**src/bsf_divider.sv**
```systemverilog
// Iterative unsigned restoring divider, one quotient bit per cycle.
module bsf_divider #(
  parameter int NumW = 52,
  parameter int DenW = 27
) (
  input  logic clk,
  input  logic rst_n,
  input  logic start,
  input  logic [NumW-1:0] num,
  input  logic [DenW-1:0] den,
  output logic busy,
  output logic [NumW-1:0] quo
);
  localparam int CntW = $clog2(NumW + 1);
  logic [NumW-1:0] q_r, q_nxt;
  logic [DenW:0] rem_r, rem_nxt;
  logic [DenW-1:0] den_r, den_nxt;
  logic [CntW-1:0] cnt_r, cnt_nxt;
  logic [DenW:0] sh;

  assign busy = (cnt_r != '0);
  assign quo = q_r;

  always_comb begin
    q_nxt = q_r;
    rem_nxt = rem_r;
    den_nxt = den_r;
    cnt_nxt = cnt_r;
    sh = {rem_r[DenW-1:0], q_r[NumW-1]};
    if (start) begin
      q_nxt = num;
      rem_nxt = '0;
      den_nxt = den;
      cnt_nxt = CntW'(NumW);
    end else if (busy) begin
      if (sh >= {1'b0, den_r}) begin
        rem_nxt = sh - {1'b0, den_r};
        q_nxt = {q_r[NumW-2:0], 1'b1};
      end else begin
        rem_nxt = sh;
        q_nxt = {q_r[NumW-2:0], 1'b0};
      end
      cnt_nxt = cnt_r - 1'b1;
    end
  end

  always_ff @(posedge clk) begin
    if (!rst_n) begin
      cnt_r <= '0;
    end else begin
      cnt_r <= cnt_nxt;
    end
    q_r <= q_nxt;
    rem_r <= rem_nxt;
    den_r <= den_nxt;
  end
endmodule

```
**config.mk**
```make
export PLATFORM = sky130hd
export DESIGN_NAME = bsf_divider
export DESIGN_NICKNAME = d
export VERILOG_FILES = /design/src/bsf_divider.sv
export SDC_FILE = /design/constraint.sdc
export NUM_CORES = 1
export LEC_CHECK = 0
export BUFFER_PORTS_ARGS = -buffer_cell sky130_fd_sc_hd__buf_2
export CORE_MARGIN = 2
export CORE_UTILIZATION = 39
export DETAILED_ROUTE_END_ITERATION = 10
export GPL_TIMING_DRIVEN = 1
export PLACE_DENSITY = 0.71
export SLEW_MARGIN = 40
export SYNTH_ARGS = -nofsm -noshare
export SYNTH_HDL_FRONTEND = slang
export SYNTH_SLANG_ARGS = --single-unit
```
**constraint.sdc**
```tcl
create_clock -name clk -period 4.2 [get_ports clk]
set_input_delay 0.63 -clock clk [delete_from_list [all_inputs] [get_ports clk]]
set_output_delay 0.63 -clock clk [all_outputs]
set_load 0.02 [all_outputs]
```
==> impl_metrics.json <==
{
  "timing.rr.end": "rem_r[26]",
  "vdd_ir_drop_max_mv": 0.305,
  "async_reset_ff_share_pct": 0,
  "worstSetupStartpointType": "flop",
  "grt_pass1_vias": 4672,
  "gr-usage-met2_pct": 29.4,
  "slew_violations": 0,
  "setup_tns_ns": 0,
  "io_pins": 135,
  "hold_path.class": "input port to flop",
  "clock_sinks": 112,
  "top_usage_layer": "met2",
  "cts_setup_buffers": 0,
  "cp_max_fo": 28,
  "post-route-period-util_pct": 78.1,
  "switching_share_pct": 36.9,
  "firstDrtPassIters": 5,
  "fin_nets": 818,
  "p_seq_share_pct": 40.1,
  "grt_use_met1_pct": 22.0,
  "cellPowerDensity_nw_per_um2": 511,
  "clk_pin_slew_ns": 0.08,
  "rr_worst_depth": 11,
  "root_buffer": "clkbuf_16",
  "nFillCells": 1477,
  "synth_enable_flop_cells": 79,
  "synth_ff_type": "edfxtp_1",
  "antenna_found_initial": 0,
  "initial_utilization_pct": 40.2,
  "power.total_mw": 3.75,
  "gp_congestion": 0.877,
  "internal_power_mw": 2.36,
  "io_buffers": 134,
  "grt_pass1_wl_um": 23300,
  "drc_errors": 0,
  "maxSlewHeadroom_pct": 58.5,
  "synth_area_um2": 6160,
  "crit_end": "rem_r[26]",
  "cts-resized-gates": 0,
  "p_switching_mw": 1.38,
  "cts.path.max_buffers": 2,
  "yosysUniqueCellTypes": 55,
  "r2r_start": "quo[51]",
  "clock.fmax_ghz": 0.305,
  "grt_max_degree": 109,
  "rows": 45,
  "routed_wl_um": 14100,
  "cap_violations": 0,
  "finalNonFillerCells": 924,
  "htreeDepth": 3,
  "avgSynthCellArea_um2": 10.6,
  "ys_seq_area_share_pct": 49.3,
  "syn2layout_area_growth_pct": 19.0,
  "grt_overflow": 0,
  "synth.largest_area_cell": "edfxtp_1",
  "regToRegSetupSlack_ns": 0.92,
  "ys_top_cells_by_area": "edfxtp_1, dfxtp_1, mux2_2",
  "coreArea_um2": 15300,
  "endpoint_kind": "flop",
  "setup_violations": 0,
  "vias": 4741,
  "dpl.hpwl_um": 10400,
  "max_slew.worst_pin.slew_ns": 0.616,
  "rsz0062_at_grt": "no",
  "via_per_inst": 5.13,
  "die_area_um2": 16800,
  "power_frac_clock_pct": 23.4,
  "grt_usage_pct": 17.7,
  "crit_type": "flop to flop",
  "first_iter_violations": 312,
  "die_width_um": 130,
  "clk_latency_ns": 0.36,
  "netlist_instances": 583,
  "cts_hold_buffers": 0,
  "layout_min_cycle_time_ns": 3.28,
  "drt-wirelength-per-cell_um": 15.3,
  "synthesis.nets": 694,
  "cts_buffers": 9,
  "die_h_um": 130,
  "finalClockSkew_ns": 0.00968,
  "hold_viol_final": 0,
  "run_status": "completed",
  "cp.required_ns": 4.48,
  "post-place-cells": 907,
  "ys_seq_elements": 112,
  "cts_tree": "built",
  "synth_top_area_share_pct": 38.5,
  "yosysWarnings": 0,
  "crit_start": "quo[51]",
  "p_comb_share_pct": 36.4,
  "ant_nets": 0,
  "crit_arrival_ns": 3.56,
  "use_met3_pct": 6.61,
  "drive_gt1_share_pct": 31.0,
  "leakage_nw": 3.14
}
==> area by class of cell <==
type / count / area [um^2] / area share [%]
Tap cell: 211 / 264 / 3.60
Sequential cell: 112 / 3030 / 41.4
Timing Repair Buffer: 139 / 723 / 9.87
Clock buffer: 9 / 225 / 3.07
Inverter: 40 / 150 / 2.05
Antenna cell: 1 / 2.50 / 0.0341
Clock inverter: 7 / 77.6 / 1.06
Multi-Input combinational cell: 405 / 2850 / 38.9
==> critical path, stage by stage (launching register included) <==
cell and delay, ns:
edfxtp_1 0.39, inv_1 0.06, ha_1 0.22, fa_1 0.38, nand2b_1 0.21, a21oi_1 0.32, o21ai_0 0.15, a21oi_1 0.17
or4_1 0.18, nand2_2 0.36, or4_1 0.62, a31oi_1 0.13
==> synth_stat cells, types with 4 or more instances <==
cell type  instances
nor3_1            12
nor2_1            47
a21o_1            11
edfxtp_1          79
clkbuf_1          17
a21oi_1           43
xor2_1             7
o21a_1             6
nand3_1           13
inv_1             38
o21bai_1           5
dfxtp_1           33
a211oi_1           6
a311oi_1          16
xnor2_1           14
mux2_2            52
ha_1              28
buf_2              6
nand4_1            5
a31oi_1            5
nand2_1           62
o31ai_1            4
o21ai_0           16
and3_1             5
nand2b_1           4
==> power groups by stage <==
stage / Clock, mW / Combinational (mW) / Sequential, mW
floorplan: 0 / 0.937 / 1.61
global placement: 0 / 1.35 / 1.52
detailed placement: 0 / 1.37 / 1.53
CTS: 0.915 / 1.37 / 1.51
global route: 0.947 / 1.53 / 1.53
finish: 0.878 / 1.37 / 1.50
==> kinds of logic after synthesis <==
kind of cell	after synthesis	share of synthesized area, %
AOI/OAI and AO/OA	130	14.3
xor gates and xnor gates	21	2.99
adders and majority gates	29	6.02
buffers and inverters	66	4.51
DFF	112	49.3
muxes	54	9.84
and+or+nand+nor	171	13.0
==> per-layer routing <==
metal	wire (um)	part of all wire, %	vias to the layer above
met5	0	0	-
met4	131	0.93	0
met3	1070	7.6	9
met2	6690	47	143
met1	6230	44	2209
li1	-	-	2380
==> state kept, by name, summed over array words and instances (netlist names) <==
name   count
rem_r     27
den_r     27
cnt_r      6
quo       52
==> stage by stage <==
step	instance area, um^2	setup slack, ns	hold slack (ns)	utilization (%)
final	7330	0.919	0.437	47.9
after floorplan	6160	1.20	0.449	-
after CTS	7330	0.884	0.416	47.8
after global placement	7020	1.05	0.465	45.9
after global routing	7330	0.638	0.416	47.8
after detailed placement	7020	0.918	0.474	45.9
==> worst min-delay path by stage <==
stage,depth (start not counted),start,endpoint
floorplan,2,rem_r[1],rem_r[1]
global placement,2,rem_r[1],rem_r[1]
detailed placement,2,rem_r[1],rem_r[1]
CTS,1,den[2],den_r[2]
global route,1,den[2],den_r[2]
finish,1,den[2],den_r[2]
==> layout by cell type, fill, tap and decap left out, types with 4 or more instances in the layout <==
cell       instances
a211oi_1           6
dfxtp_1           33
o31ai_1            4
nand2b_1           4
a21oi_1           43
clkbuf_16          9
buf_4              5
nand2_1           61
inv_8              5
a31oi_1            5
xor2_1             7
nor3_1            11
buf_2            133
o21a_1             6
and3_1             5
a21o_1            11
mux2_2            52
o21ai_0           16
o21bai_1           5
xnor2_1           14
nand4_1            5
nand3_1           13
edfxtp_1          79
inv_1             38
a311oi_1          16
ha_1              28
nor2_1            47
Note: power is estimated with default switching activity, not from simulation.
