File: src/bsf_pkg.sv
// Shared types and constants for the bounding sphere fit block.
package bsf_pkg;

  localparam int CoordW = 24;
  localparam int RadW   = CoordW + 1;
  localparam int DiffW  = CoordW + 2;
  localparam int SqW    = 2 * DiffW + 2;
  localparam int PassW  = 3;
  localparam int TolW   = 8;

  localparam logic [1:0] RegPasses = 2'd0;
  localparam logic [1:0] RegTol    = 2'd1;

  typedef logic signed [CoordW-1:0] coord_t;
  typedef logic [RadW-1:0] rad_t;

  typedef struct packed {
    coord_t x;
    coord_t y;
    coord_t z;
  } point_t;

  typedef struct packed {
    coord_t center_x;
    coord_t center_y;
    coord_t center_z;
    rad_t   sphere_radius;
    logic   overflowed;
  } result_t;

  typedef struct packed {
    point_t point;
    logic   last_point;
  } request_t;

endpackage

File: src/bsf_isqrt.sv
// Iterative floor square root; busy stays high until the root is complete, and a start while busy restarts it.
module bsf_isqrt (
  input  logic clk,
  input  logic rst_n,
  input  logic start,
  input  logic [bsf_pkg::SqW-1:0] value,
  output logic busy,
  output logic [bsf_pkg::SqW/2-1:0] root
);
  import bsf_pkg::*;
  localparam int N = SqW / 2;
  localparam int CntW = $clog2(N + 1);

  logic [SqW-1:0] rem_r, rem_nxt;
  logic [N-1:0] res_r, res_nxt;
  logic [SqW-1:0] val_r, val_nxt;
  logic [CntW-1:0] cnt_r, cnt_nxt;
  logic [N+1:0] trial;
  logic [N+1:0] rem_top;

  assign busy = (cnt_r != '0);
  assign root = res_r;

  always_comb begin
    rem_nxt = rem_r;
    res_nxt = res_r;
    val_nxt = val_r;
    cnt_nxt = cnt_r;
    rem_top = '0;
    trial = {res_r, 2'b01};
    if (start) begin
      rem_nxt = '0;
      res_nxt = '0;
      val_nxt = value;
      cnt_nxt = CntW'(N);
    end else if (busy) begin
      rem_top = {rem_r[N-1:0], val_r[SqW-1:SqW-2]};
      val_nxt = {val_r[SqW-3:0], 2'b00};
      if (rem_top >= trial) begin
        rem_nxt = SqW'(rem_top - trial);
        res_nxt = {res_r[N-2:0], 1'b1};
      end else begin
        rem_nxt = SqW'(rem_top);
        res_nxt = {res_r[N-2:0], 1'b0};
      end
      cnt_nxt = cnt_r - 1'b1;
    end
  end

  always_ff @(posedge clk) begin
    if (!rst_n) begin
      cnt_r <= '0;
    end else begin
      cnt_r <= cnt_nxt;
    end
    rem_r <= rem_nxt;
    res_r <= res_nxt;
    val_r <= val_nxt;
  end
endmodule

File: config.mk
export PLATFORM = sky130hd
export DESIGN_NAME = bsf_isqrt
export DESIGN_NICKNAME = d
export VERILOG_FILES = /design/src/bsf_pkg.sv /design/src/bsf_isqrt.sv
export SDC_FILE = /design/constraint.sdc
export NUM_CORES = 1
export LEC_CHECK = 0
export ABC_AREA = 1
export BUFFER_PORTS_ARGS = -buffer_cell sky130_fd_sc_hd__buf_4
export CAP_MARGIN = 0
export CORE_MARGIN = 2
export CORE_UTILIZATION = 30
export DETAILED_ROUTE_END_ITERATION = 10
export PLACE_DENSITY = 0.58
export SLEW_MARGIN = 30
export SYNTH_ARGS = -nofsm -noshare
export SYNTH_HDL_FRONTEND = slang
export SYNTH_SLANG_ARGS = --single-unit
export TNS_END_PERCENT = 100
File: constraint.sdc
create_clock -name clk -period 2.8 [get_ports clk]
set_input_delay 0 -clock clk [delete_from_list [all_inputs] [get_ports clk]]
set_output_delay 0 -clock clk [all_outputs]
set_load 0.05 [all_outputs]
==> out/results.ini, run 1 <==
[routing]
detail_route.first_pass.iterations=5
vias_per_cell=4.562
drt_iter0_drc=405
routed_wl_um=18270
route.detailed.drc=0
final_antenna_net_count=0
wire_per_inst_um=13.37
dr_total_vias=6236

[cts]
tritoncts=built
clockBufferDepth=2
tritoncts_num_sinks=113
post_cts.repair.setup_buffers=0
clock-root-buffer=sky130_fd_sc_hd__clkbuf_16
clk_pin_slew_ps=70
clk-insertion-delay-late_ps=430
numCtsBuffers=17
cts.htree.levels=4

[pwr]
clkPwrFrac=0.259
comb_power_share=0.501
p_int_w=0.005094
power_switching_share=0.4462
p_per_area_nw_per_um2=1056
peakVddDrop_uv=479.5
seq_power_share=0.240
leakagePower_nw=4.368
net_switching_w=0.004104

[floorplan]
placeableCoreArea_um2=21690
floorplan.rows=54
io_pins=85
die_height_um=152.3
die_area_um2=23200
die_w_um=152.3
floorplan.initialDensity=0.3043

[cells_and_area]
layout.area.seq_um2=2803
finish.net_count=1162
multi_input_comb_area_um2=3196
area_growth_syn_to_layout_pct=32.02
num-fill-cells=2267
num_antenna_cells=0
final_cells=1367
drive_gt1_frac=0.1343

[place]
number_of_i_o_port_buffers=84
number_of_placed_cells_counting_well_taps=1279
place_congestion=0.9048
pre_cts_slack_ps=207.8
place.detailed.hpwl_um=12750

[critical_path]
max_stage_delay_ps=400
max_stage_delay_cell_worst_path=sky130_fd_sc_hd__ha_1
critPathCaptureType=flip-flop
critPathLaunchType=flip-flop
path_class=reg -> reg
crit_chain=inv_1 -> ha_1 -> nand2_1 -> nand2_1 -> a21oi_1 -> nand2_1 -> a21oi_2 -> nand3_4 -> nand2_1 -> nand2_1 -> nand2_1 -> nand2_1
worst_path_most_repeated_cell=sky130_fd_sc_hd__nand2_1
path_max_fanout=22
critical_path_required_ps=3130
worst_ep_arrival_time_ps=2870

[timing]
final.setup_skew_ps=10.98
number_of_failing_hold_endpoints_at_the_final_stage=0
fin_ws_ps=259.2
slew_headroom=0.4159
slew_viol_final=0
fin_crit_sh=0.9074
max_clock_freq_ghz=0.3936
timing.final.setup_violations=0
worst-slew-pin-transition_ps=874.8
rsz0062_at_grt=no
fin_crit_ps=2541
fin_tns_setup_ps=0

[synthesis]
syn-mean-instance-area_um2=7.059
postSynthCellCount=935
mappedNetlistArea_um2=6600
synth_seq_area_share=0.4246
asyncSetResetFlopFracSynth=0
syn-num-nets=1023
ys_ff_latch=113
synth_top_cells_by_area=sky130_fd_sc_hd__edfxtp_1 25%, sky130_fd_sc_hd__nand2_1 23%, sky130_fd_sc_hd__dfxtp_1 18%, sky130_fd_sc_hd__inv_1 6.9%, sky130_fd_sc_hd__ha_1 5.9%
synth_area_leader=sky130_fd_sc_hd__edfxtp_1
synth_edf_count=54
ys_dominant_reg_cell=sky130_fd_sc_hd__dfxtp_1
yosys.cell_types.count=35
yosys_warnings=0
synth_largest_type_area_fraction=0.2457

[min_path]
hold_path.class=in -> reg

[global_route]
antenna_found_initial=0
grt_max_degree=59
grt_pass1_vias=6145
track_usage=0.1558
global_route_wire_length_before_repair_um=29580
gr-total-overflow=0

[status]
status=finished, final reports clean

[run]
max_cap_viol_count=0

-- cells by family (layout without fill, tap and decap cells) --
logic type                 Yosys count  after routing  synth area share
buffers and inverters              157            308           0.09422
AOI/OAI and AO/OA                   76             76           0.06692
adders and majority gates           31             31           0.05877
DFF                                113            113            0.4246
and+or+nand+nor                    546            547            0.3395
xor gates and xnor gates            12             12           0.01592
-- per-layer routing --
layer,part of all wire,vias to the layer above,wire (µm),track usage
met5,0,-,0,0
met4,0.0090,0,165,0.03872
met3,0.045,15,819,0.03385
met2,0.47,144,8629,0.2643
met1,0.47,2829,8654,0.2023
li1,-,3248,-,-
-- Yosys cell counts (2+ instances only) --
cell                       number
sky130_fd_sc_hd__dfxtp_1       59
sky130_fd_sc_hd__buf_2          8
sky130_fd_sc_hd__buf_4          2
sky130_fd_sc_hd__nor2_4         3
sky130_fd_sc_hd__o21ai_0        6
sky130_fd_sc_hd__nand3_1       48
sky130_fd_sc_hd__a21o_1         3
sky130_fd_sc_hd__o21bai_1       4
sky130_fd_sc_hd__nand4_1       21
sky130_fd_sc_hd__a21oi_1       21
sky130_fd_sc_hd__o22ai_1       26
sky130_fd_sc_hd__xnor2_1       10
sky130_fd_sc_hd__inv_1        122
sky130_fd_sc_hd__xor2_1         2
sky130_fd_sc_hd__clkbuf_1      13
sky130_fd_sc_hd__inv_2          5
sky130_fd_sc_hd__nor3_1         2
sky130_fd_sc_hd__o21ai_1       12
sky130_fd_sc_hd__buf_6          2
sky130_fd_sc_hd__nand3b_1       3
sky130_fd_sc_hd__nor2_1        57
sky130_fd_sc_hd__ha_1          31
sky130_fd_sc_hd__nand2_2        4
sky130_fd_sc_hd__nand2_1      402
sky130_fd_sc_hd__buf_1          4
sky130_fd_sc_hd__nor2_2         3
sky130_fd_sc_hd__edfxtp_1      54
-- worst max-delay path, delay by kind of cell (launching register included) --
kind / cells / cell delay [ps]
AOI/OAI and AO/OA: 2 / 530
DFF: 1 / 370
adders and majority gates: 1 / 400
buffers and inverters: 1 / 100
and+or+nand+nor: 8 / 1030
-- power by group through the flow --
stage / registers (W) / clock network (W) / logic [W]
after floorplan: 0.00223 / 0 / 0.00344
after global placement: 0.00224 / 0 / 0.00442
after detailed placement: 0.00224 / 0 / 0.00443
after CTS: 0.00221 / 0.00242 / 0.00451
after global routing: 0.00224 / 0.00249 / 0.00521
final: 0.00221 / 0.00239 / 0.00461
-- through the flow --
stage	instance area [µm²]	total power, W	hold slack (ps)	utilization
after floorplan	6601	0.005678	124.5	-
after global placement	7510	0.006652	232.1	0.3463
after detailed placement	7510	0.006667	239.7	0.3463
after CTS	8696	0.009138	195.8	0.4009
after global routing	8713	0.009949	230.7	0.4018
final	8713	0.009198	194.0	0.4018
-- state kept, by name, indices dropped and copies added, names as in the netlist --
| name | count |
|---|---|
| rem_r | 27 |
| cnt_r | 5 |
| val_r | 54 |
| root | 27 |
-- cell type report --
cell class	instances	area share
clock inverters	15	0.02412
repair buffers	148	0.1433
flip-flops and latches	113	0.3217
multi-input cells	666	0.3667
clock buffers	17	0.04882
well taps	280	0.04021
inverters	128	0.05514
-- path summary, 6_finish.rpt --
check,from,to,slack (ps),cells past startpoint
setup / recovery,root[16]$_SDFFE_PP0P_,rem_r[25]$_SDFFE_PP0P_,260,12
hold / removal,start,val_r[10]$_DFFE_PP_,190,3
setup reg to reg,root[16]$_SDFFE_PP0P_,rem_r[25]$_SDFFE_PP0P_,260,12
hold reg to reg,rem_r[25]$_SDFFE_PP0P_,rem_r[25]$_SDFFE_PP0P_,460,2
-- cells in the final DEF (no fill, tap or decap), types with 2 or more instances in the layout --
cell,count
sky130_fd_sc_hd__a21o_1,3
sky130_fd_sc_hd__a21oi_1,21
sky130_fd_sc_hd__buf_4,93
sky130_fd_sc_hd__bufinv_16,3
sky130_fd_sc_hd__clkbuf_16,17
sky130_fd_sc_hd__dfxtp_1,59
sky130_fd_sc_hd__dlygate4sd3_1,55
sky130_fd_sc_hd__edfxtp_1,54
sky130_fd_sc_hd__ha_1,31
sky130_fd_sc_hd__inv_1,122
sky130_fd_sc_hd__inv_2,5
sky130_fd_sc_hd__inv_6,5
sky130_fd_sc_hd__inv_8,6
sky130_fd_sc_hd__nand2_1,402
sky130_fd_sc_hd__nand2_2,4
sky130_fd_sc_hd__nand3_1,48
sky130_fd_sc_hd__nand3_4,2
sky130_fd_sc_hd__nand3b_1,3
sky130_fd_sc_hd__nand4_1,21
sky130_fd_sc_hd__nor2_1,56
sky130_fd_sc_hd__nor2_2,4
sky130_fd_sc_hd__nor2_4,3
sky130_fd_sc_hd__nor3_1,2
sky130_fd_sc_hd__o21ai_0,6
sky130_fd_sc_hd__o21ai_1,12
sky130_fd_sc_hd__o21bai_1,4
sky130_fd_sc_hd__o22ai_1,26
sky130_fd_sc_hd__xnor2_1,10
sky130_fd_sc_hd__xor2_1,2
-- what timing repair did --
action,in CTS,in global routing
endpoints found under the hold margin,59,0
hold buffers,55,0
endpoints found under the setup margin,0,4
resized for setup,0,1
(Power assumes the default switching activity.)
==> inputs of run 2 (changes only) <==
- CELL_PAD_IN_SITES_DETAIL_PLACEMENT: default -> 1
- CELL_PAD_IN_SITES_GLOBAL_PLACEMENT: default -> 2
- PLACE_DENSITY: 0.58 -> default
- PLACE_DENSITY_LB_ADDON: default -> 0.1
==> run 2 against run 1 <==
  * Flip-flop and latch count unchanged
  * Routed wire length up 14%
  * Final cell count barely moved
  * Cell area up 0.49%
  * Register-to-register slack improved by 150 ps
  * Critical path type unchanged
  * Clock-buffer cell count unchanged
  * Non-clock buffer count increased by 3
  * Largest power group unchanged
  * Critical path depth up 3
  * Sequential share of layout area decreased by 0.16 points
  * Clock skew rose by 1.3 ps
  * Largest cell class unchanged
==> out/results.ini, run 2 (same netlist as run 1, synthesis figures left out) <==
[cells_and_area]
area_growth_syn_to_layout_pct=32.66  ; was 32.02%
num_antenna_cells=0  ; unchanged
drive_gt1_frac=0.1360  ; was 0.1343
final_cell_mix=402 x sky130_fd_sc_hd__nand2_1, 122 x sky130_fd_sc_hd__inv_1, 94 x sky130_fd_sc_hd__buf_4  ; was 402 x sky130_fd_sc_hd__nand2_1, 122 x sky130_fd_sc_hd__inv_1, 93 x sky130_fd_sc_hd__buf_4
post-route-util=0.4037  ; was 0.4018
layout.area.seq_um2=2803  ; unchanged
finish.net_count=1164  ; was 1162
multi_input_comb_area_um2=3181  ; was 3196 µm²
registers.top_by_ff_count=val_r  ; unchanged
largest_register_ffs=54  ; unchanged
num-fill-cells=2679  ; was 2267
mostFrequentLayoutCell=sky130_fd_sc_hd__nand2_1  ; unchanged

[routing]
wire_per_inst_um=15.24  ; was 13.37 µm
drt_iter0_drc=240  ; was 405
dr_total_vias=6271  ; was 6236
vias_per_cell=4.584  ; was 4.562
routed_wl_um=20850  ; was 18270 µm
route.detailed.drc=0  ; unchanged
detail_route.first_pass.iterations=4  ; was 5
final_antenna_net_count=0  ; unchanged

[critical_path]
critPathCaptureType=flip-flop  ; unchanged
crit_path_start=root[0]$_SDFFE_PP0P_  ; was root[16]$_SDFFE_PP0P_
worst_ep_arrival_time_ps=2710  ; was 2870 ps
reg2reg_setup_slack_ps=410  ; was 260 ps
rr_startpoint=root[0]$_SDFFE_PP0P_  ; was root[16]$_SDFFE_PP0P_
path_class=reg -> reg  ; unchanged
critical_path_required_ps=3120  ; was 3130 ps
critPathCapture=rem_r[19]$_SDFFE_PP0P_  ; was rem_r[25]$_SDFFE_PP0P_
reg2regPathDepth=15  ; was 12
r2r-end=rem_r[19]$_SDFFE_PP0P_  ; was rem_r[25]$_SDFFE_PP0P_
path_max_fanout=23  ; was 22
critPathLaunchType=flip-flop  ; unchanged

[timing]
number_of_failing_hold_endpoints_at_the_final_stage=0  ; unchanged
worst-slew-pin-transition_ps=874.3  ; was 874.8 ps
final.setup_skew_ps=12.26  ; was 10.98 ps
slew_viol_final=0  ; unchanged
rsz0062_at_grt=no  ; unchanged
fin_crit_sh=0.8549  ; was 0.9074
timing.final.setup_violations=0  ; unchanged
fin_crit_ps=2394  ; was 2541 ps
max_clock_freq_ghz=0.4177  ; was 0.3936 GHz
fin_tns_setup_ps=0  ; unchanged
slew_headroom=0.4163  ; was 0.4159

[cts]
post_cts.resized_instances=0  ; unchanged
cts.htree.levels=4  ; unchanged
clk-insertion-delay-late_ps=430  ; about the same
clock-root-buffer=sky130_fd_sc_hd__clkbuf_16  ; unchanged
tritoncts_num_sinks=113  ; unchanged
tritoncts=built  ; unchanged
clockBufferDepth=2  ; unchanged
clk_pin_slew_ps=60  ; was 70 ps
numCtsBuffers=17  ; unchanged

[global_route]
antenna_found_initial=0  ; unchanged
grt_max_degree=82  ; was 59
global_route_wire_length_before_repair_um=34290  ; was 29580 µm
gr-total-overflow=0  ; unchanged
track_usage=0.1861  ; was 0.1558
grt_pass1_vias=6617  ; was 6145

[floorplan]
io_pins=85  ; unchanged
floorplan.initialDensity=0.3043  ; unchanged
placeableCoreArea_um2=21690  ; unchanged
die_area_um2=23200  ; unchanged
die_height_um=152.3  ; unchanged
die_w_um=152.3  ; unchanged
floorplan.rows=54  ; unchanged

[place]
place.detailed.hpwl_um=14570  ; was 12750 µm
place_congestion=0.8205  ; was 0.9048
number_of_i_o_port_buffers=84  ; unchanged

[status]
status=finished, final reports clean  ; unchanged

[min_path]
hold_path.class=in -> reg  ; unchanged
worst_hold_startpoint=start  ; unchanged

[pwr]
leakagePower_nw=4.382  ; was 4.368 nW
total_power_w=0.009490  ; was 0.009198 W
p_per_area_nw_per_um2=1084  ; was 1056 nW/µm²
peakVddDrop_uv=361.3  ; was 479.5 µV

[run]
max_cap_viol_count=0  ; unchanged

-- run 2: where the power goes --
group	switching [W]	internal, W	total [W]
logic	0.00312	0.00168	0.00480
clock network	0.000879	0.00159	0.00247
registers	0.000173	0.00205	0.00222
-- run 2: metrics by stage --
stage	cells	hold WS (ps)	setup slack (ps)	cell area, µm²
after detailed placement	1282	242.5	368.8	7552
after floorplan	935	124.5	546.5	6601
after global placement	1282	243.9	388.1	7548
after CTS	1368	70.54	343.6	8756
after global routing	1368	90.59	143.1	8756
final	1368	78.34	406.2	8756
-- run 2: critical path, stage by stage (launching register included) --
cell,delay (ps)
sky130_fd_sc_hd__dfxtp_1,350
sky130_fd_sc_hd__inv_1,100
sky130_fd_sc_hd__ha_1,380
sky130_fd_sc_hd__o21ai_1,100
sky130_fd_sc_hd__nand2_1,150
sky130_fd_sc_hd__nand2_1,90
sky130_fd_sc_hd__nand2_1,120
sky130_fd_sc_hd__nand2_1,90
sky130_fd_sc_hd__nand2_1,120
sky130_fd_sc_hd__nand2_2,120
sky130_fd_sc_hd__nand3_4,180
sky130_fd_sc_hd__buf_12,230
sky130_fd_sc_hd__nor2_1,90
sky130_fd_sc_hd__nor2_1,40
sky130_fd_sc_hd__nand2_1,60
sky130_fd_sc_hd__nand2_1,40
-- run 2: cell type report --
| class | count | area share |
|---|---|---|
| sequential | 113 | 0.3201 |
| timing repair buffer | 151 | 0.1470 |
| tap | 280 | 0.04001 |
| inverter | 128 | 0.05502 |
| clock buffer | 17 | 0.04859 |
| multi-input combinational | 665 | 0.3632 |
| clock inverter | 14 | 0.02601 |
-- run 2: worst min path at each step --
stage | end | slack, ps | cells past startpoint
3_5_place_dp | cnt_r[4]$_SDFFE_PN0P_ | 240 | 3
4_1_cts | val_r[1]$_SDFFCE_PN0P_ | 70 | 3
5_1_grt | val_r[1]$_SDFFCE_PN0P_ | 90 | 3
6_report | val_r[1]$_SDFFCE_PN0P_ | 80 | 3
3_3_place_gp | cnt_r[0]$_SDFFE_PN0P_ | 240 | 3
2_1_floorplan | cnt_r[0]$_SDFFE_PN0P_ | 120 | 2
-- run 2: per-layer routing --
metal	vias up	part of all wire	track usage
li1	3243	-	-
met1	2893	0.47	0.2357
met2	108	0.47	0.3127
met3	27	0.039	0.03726
met4	0	0.019	0.07254
met5	-	0	0
-- run 2: what timing repair did --
| action | in CTS | in global routing |
|---|---|---|
| setup endpoints to repair | 0 | 0 |
| endpoints found under the hold margin | 59 | 0 |
| hold buffers | 55 | 0 |
| buffers inserted | 0 | 0 |
==> inputs of run 3 (changes only) <==
- CELL_PAD_IN_SITES_GLOBAL_PLACEMENT: 2 -> 1
- MAX_ROUTING_LAYER: default -> met4
==> run 3 against run 2 <==
  * Routed wire length is 0.45% lower
  * Sequential power hardly changed
  * Via count hardly changed
  * Combinational power hardly changed
  * Fmax is 2.2% lower
  * Clock power is 11% lower
  * Total power is 2.9% lower
  * Sequential share of layout area is 0.17 points higher
  * Non-clock buffer count is 2 higher
==> out/results.ini, run 3 (same netlist as run 1, synthesis figures left out) <==
[critical_path]
critPathTopFamily=simple AND/OR/NAND/NOR gates  ; unchanged
worst_path_most_repeated_cell=sky130_fd_sc_hd__nand2_1  ; unchanged
critical_path_required_ps=3110  ; was 3120 ps
critPathCaptureType=flip-flop  ; unchanged
buffers_and_inverters_on_the_worst_path=2  ; unchanged
max_stage_delay_ps=380  ; about the same
path_class=reg -> reg  ; unchanged
reg2reg_setup_slack_ps=350  ; was 410 ps
max_stage_delay_cell_worst_path=sky130_fd_sc_hd__ha_1  ; unchanged
path_max_fanout=19  ; was 23
crit_chain=inv_1 -> ha_1 -> o21ai_1 -> nand2_1 -> nand2_1 -> nand2_1 -> nand2_1 -> nand2_1 -> nand2_2 -> nand3_4 -> buf_4 -> nor2_1 -> nor2_1 -> nand2_1 -> nand2_1  ; was inv_1 -> ha_1 -> o21ai_1 -> nand2_1 -> nand2_1 -> nand2_1 -> nand2_1 -> nand2_1 -> nand2_2 -> nand3_4 -> buf_12 -> nor2_1 -> nor2_1 -> nand2_1 -> nand2_1
critPathLaunchType=flip-flop  ; unchanged
worst_ep_arrival_time_ps=2760  ; was 2710 ps

[cells_and_area]
drive_gt1_frac=0.1367  ; was 0.1360
largest_register_ffs=54  ; unchanged
area_growth_syn_to_layout_pct=31.94  ; was 32.66%
final_cell_mix=402 x sky130_fd_sc_hd__nand2_1, 122 x sky130_fd_sc_hd__inv_1, 96 x sky130_fd_sc_hd__buf_4  ; was 402 x sky130_fd_sc_hd__nand2_1, 122 x sky130_fd_sc_hd__inv_1, 94 x sky130_fd_sc_hd__buf_4
registers.top_by_ff_count=val_r  ; unchanged
post-route-util=0.4015  ; was 0.4037
num_antenna_cells=0  ; unchanged
finish.net_count=1166  ; was 1164
mostFrequentLayoutCell=sky130_fd_sc_hd__nand2_1  ; unchanged

[floorplan]
placeableCoreArea_um2=21690  ; unchanged
io_pins=85  ; unchanged
die_w_um=152.3  ; unchanged
die_height_um=152.3  ; unchanged
die_area_um2=23200  ; unchanged
floorplan.initialDensity=0.3043  ; unchanged
floorplan.rows=54  ; unchanged

[timing]
fin_crit_sh=0.8744  ; was 0.8549
rsz0062_at_grt=no  ; unchanged
worst-slew-pin-transition_ps=751.9  ; was 874.3 ps
final.setup_skew_ps=11.50  ; was 12.26 ps
number_of_failing_hold_endpoints_at_the_final_stage=0  ; unchanged
max_clock_freq_ghz=0.4084  ; was 0.4177 GHz
fin_crit_ps=2448  ; was 2394 ps
slew_headroom=0.4982  ; was 0.4163
fin_tns_setup_ps=0  ; unchanged
slew_viol_final=0  ; unchanged
timing.final.setup_violations=0  ; unchanged
fin_ws_ps=351.6  ; was 406.2 ps

[routing]
wire_per_inst_um=15.15  ; was 15.24 µm
detail_route.first_pass.iterations=7  ; was 4
route.detailed.drc=0  ; unchanged
final_antenna_net_count=0  ; unchanged
drt_iter0_drc=258  ; was 240
routed_wl_um=20750  ; was 20850 µm
dr_total_vias=6268  ; was 6271
vias_per_cell=4.575  ; was 4.584

[cts]
hold_buffers=55  ; unchanged
numCtsBuffers=17  ; unchanged
tritoncts_num_sinks=113  ; unchanged
post_cts.repair.setup_buffers=0  ; unchanged
clock-root-buffer=sky130_fd_sc_hd__clkbuf_16  ; unchanged
cts.htree.levels=4  ; unchanged
post_cts.resized_instances=0  ; unchanged
tritoncts=built  ; unchanged
clk-insertion-delay-late_ps=420  ; was 430 ps
clockBufferDepth=2  ; unchanged
clk_pin_slew_ps=60  ; about the same

[place]
place.detailed.hpwl_um=14760  ; was 14570 µm
pre_cts_slack_ps=337.5  ; was 368.8 ps
place_congestion=0.8990  ; was 0.8205
number_of_i_o_port_buffers=84  ; unchanged

[global_route]
grt_pass1_vias=6628  ; was 6617
antenna_found_initial=0  ; unchanged
track_usage=0.1901  ; was 0.1861
grt_max_degree=71  ; was 82
gr-total-overflow=0  ; unchanged
global_route_wire_length_before_repair_um=34270  ; was 34290 µm

[pwr]
peakVddDrop_uv=451.3  ; was 361.3 µV
net_switching_w=0.004156  ; was 0.004175 W
leakagePower_nw=4.350  ; was 4.382 nW
p_per_area_nw_per_um2=1058  ; was 1084 nW/µm²
clkPwrFrac=0.237  ; was 0.260
comb_power_share=0.522  ; was 0.506
p_int_w=0.005060  ; was 0.005316 W
seq_power_share=0.241  ; was 0.234
power_switching_share=0.4510  ; was 0.4399

[run]
max_cap_viol_count=0  ; unchanged

[min_path]
hold_path.class=in -> reg  ; unchanged

[status]
status=finished, final reports clean  ; unchanged

run 3: changes by cell type in the layout (fill, tap and decap cells not counted):
cell / before / now
sky130_fd_sc_hd__inv_2: 4 / 3
sky130_fd_sc_hd__bufinv_16: 5 / 2
sky130_fd_sc_hd__clkinv_2: 1 / 2
sky130_fd_sc_hd__clkinv_1: 1 / 2
sky130_fd_sc_hd__buf_4: 94 / 96
sky130_fd_sc_hd__clkinvlp_4: 1 / 4
sky130_fd_sc_hd__clkinv_4: 4 / 3
sky130_fd_sc_hd__buf_6: 1 / 0
sky130_fd_sc_hd__buf_12: 1 / 2
run 3: worst min-delay path, stage by stage:
cell and delay, ps:
sky130_fd_sc_hd__buf_4 300, sky130_fd_sc_hd__nand2_1 130, sky130_fd_sc_hd__inv_1 30
run 3: routing by layer:
metal,global-route usage,part of all wire,up-vias
met1,0.2289,0.46,2879
met4,0.06631,0.022,0
met5,-,0,-
li1,-,-,3255
met3,0.03584,0.031,31
met2,0.3192,0.48,103
run 3: path summary, 6_finish.rpt:
kind              cells after the start              startpoint                     end
setup / recovery                     15    root[0]$_SDFFE_PP0P_  rem_r[24]$_SDFFE_PP0P_
hold / removal                        3                   start  val_r[1]$_SDFFCE_PN0P_
setup reg to reg                     15    root[0]$_SDFFE_PP0P_  rem_r[24]$_SDFFE_PP0P_
hold reg to reg                       2  rem_r[26]$_SDFFE_PP0P_  rem_r[26]$_SDFFE_PP0P_
run 3: cell type report:
cell class | count | area (µm²)
Fill cell | 2650 | 12980
Tap cell | 280 | 350.3
Sequential cell | 113 | 2803
Multi-Input combinational cell | 665 | 3181
Clock buffer | 17 | 425.4
Timing Repair Buffer | 153 | 1311
Clock inverter | 14 | 155.1
Inverter | 128 | 483.0
run 3: through the flow:
| step | cell area [µm²] | total power [W] | hold WS, ps | cells |
|---|---|---|---|---|
| finish | 8708 | 0.009215 | 207.6 | 1370 |
| detailed placement | 7576 | 0.007047 | 242.9 | 1284 |
| global placement | 7574 | 0.007031 | 236.7 | 1284 |
| floorplan | 6601 | 0.005678 | 124.5 | 935 |
| CTS | 8707 | 0.009340 | 197.5 | 1370 |
| global route | 8708 | 0.01009 | 238.4 | 1370 |
run 3: power by group through the flow:
stage               combinational, W  sequential [W]  clock (W)
floorplan                    0.00344         0.00223          0
global placement             0.00478         0.00225          0
detailed placement           0.00479         0.00225          0
CTS                          0.00487         0.00222    0.00224
global route                 0.00553         0.00225    0.00231
finish                       0.00481         0.00222    0.00219
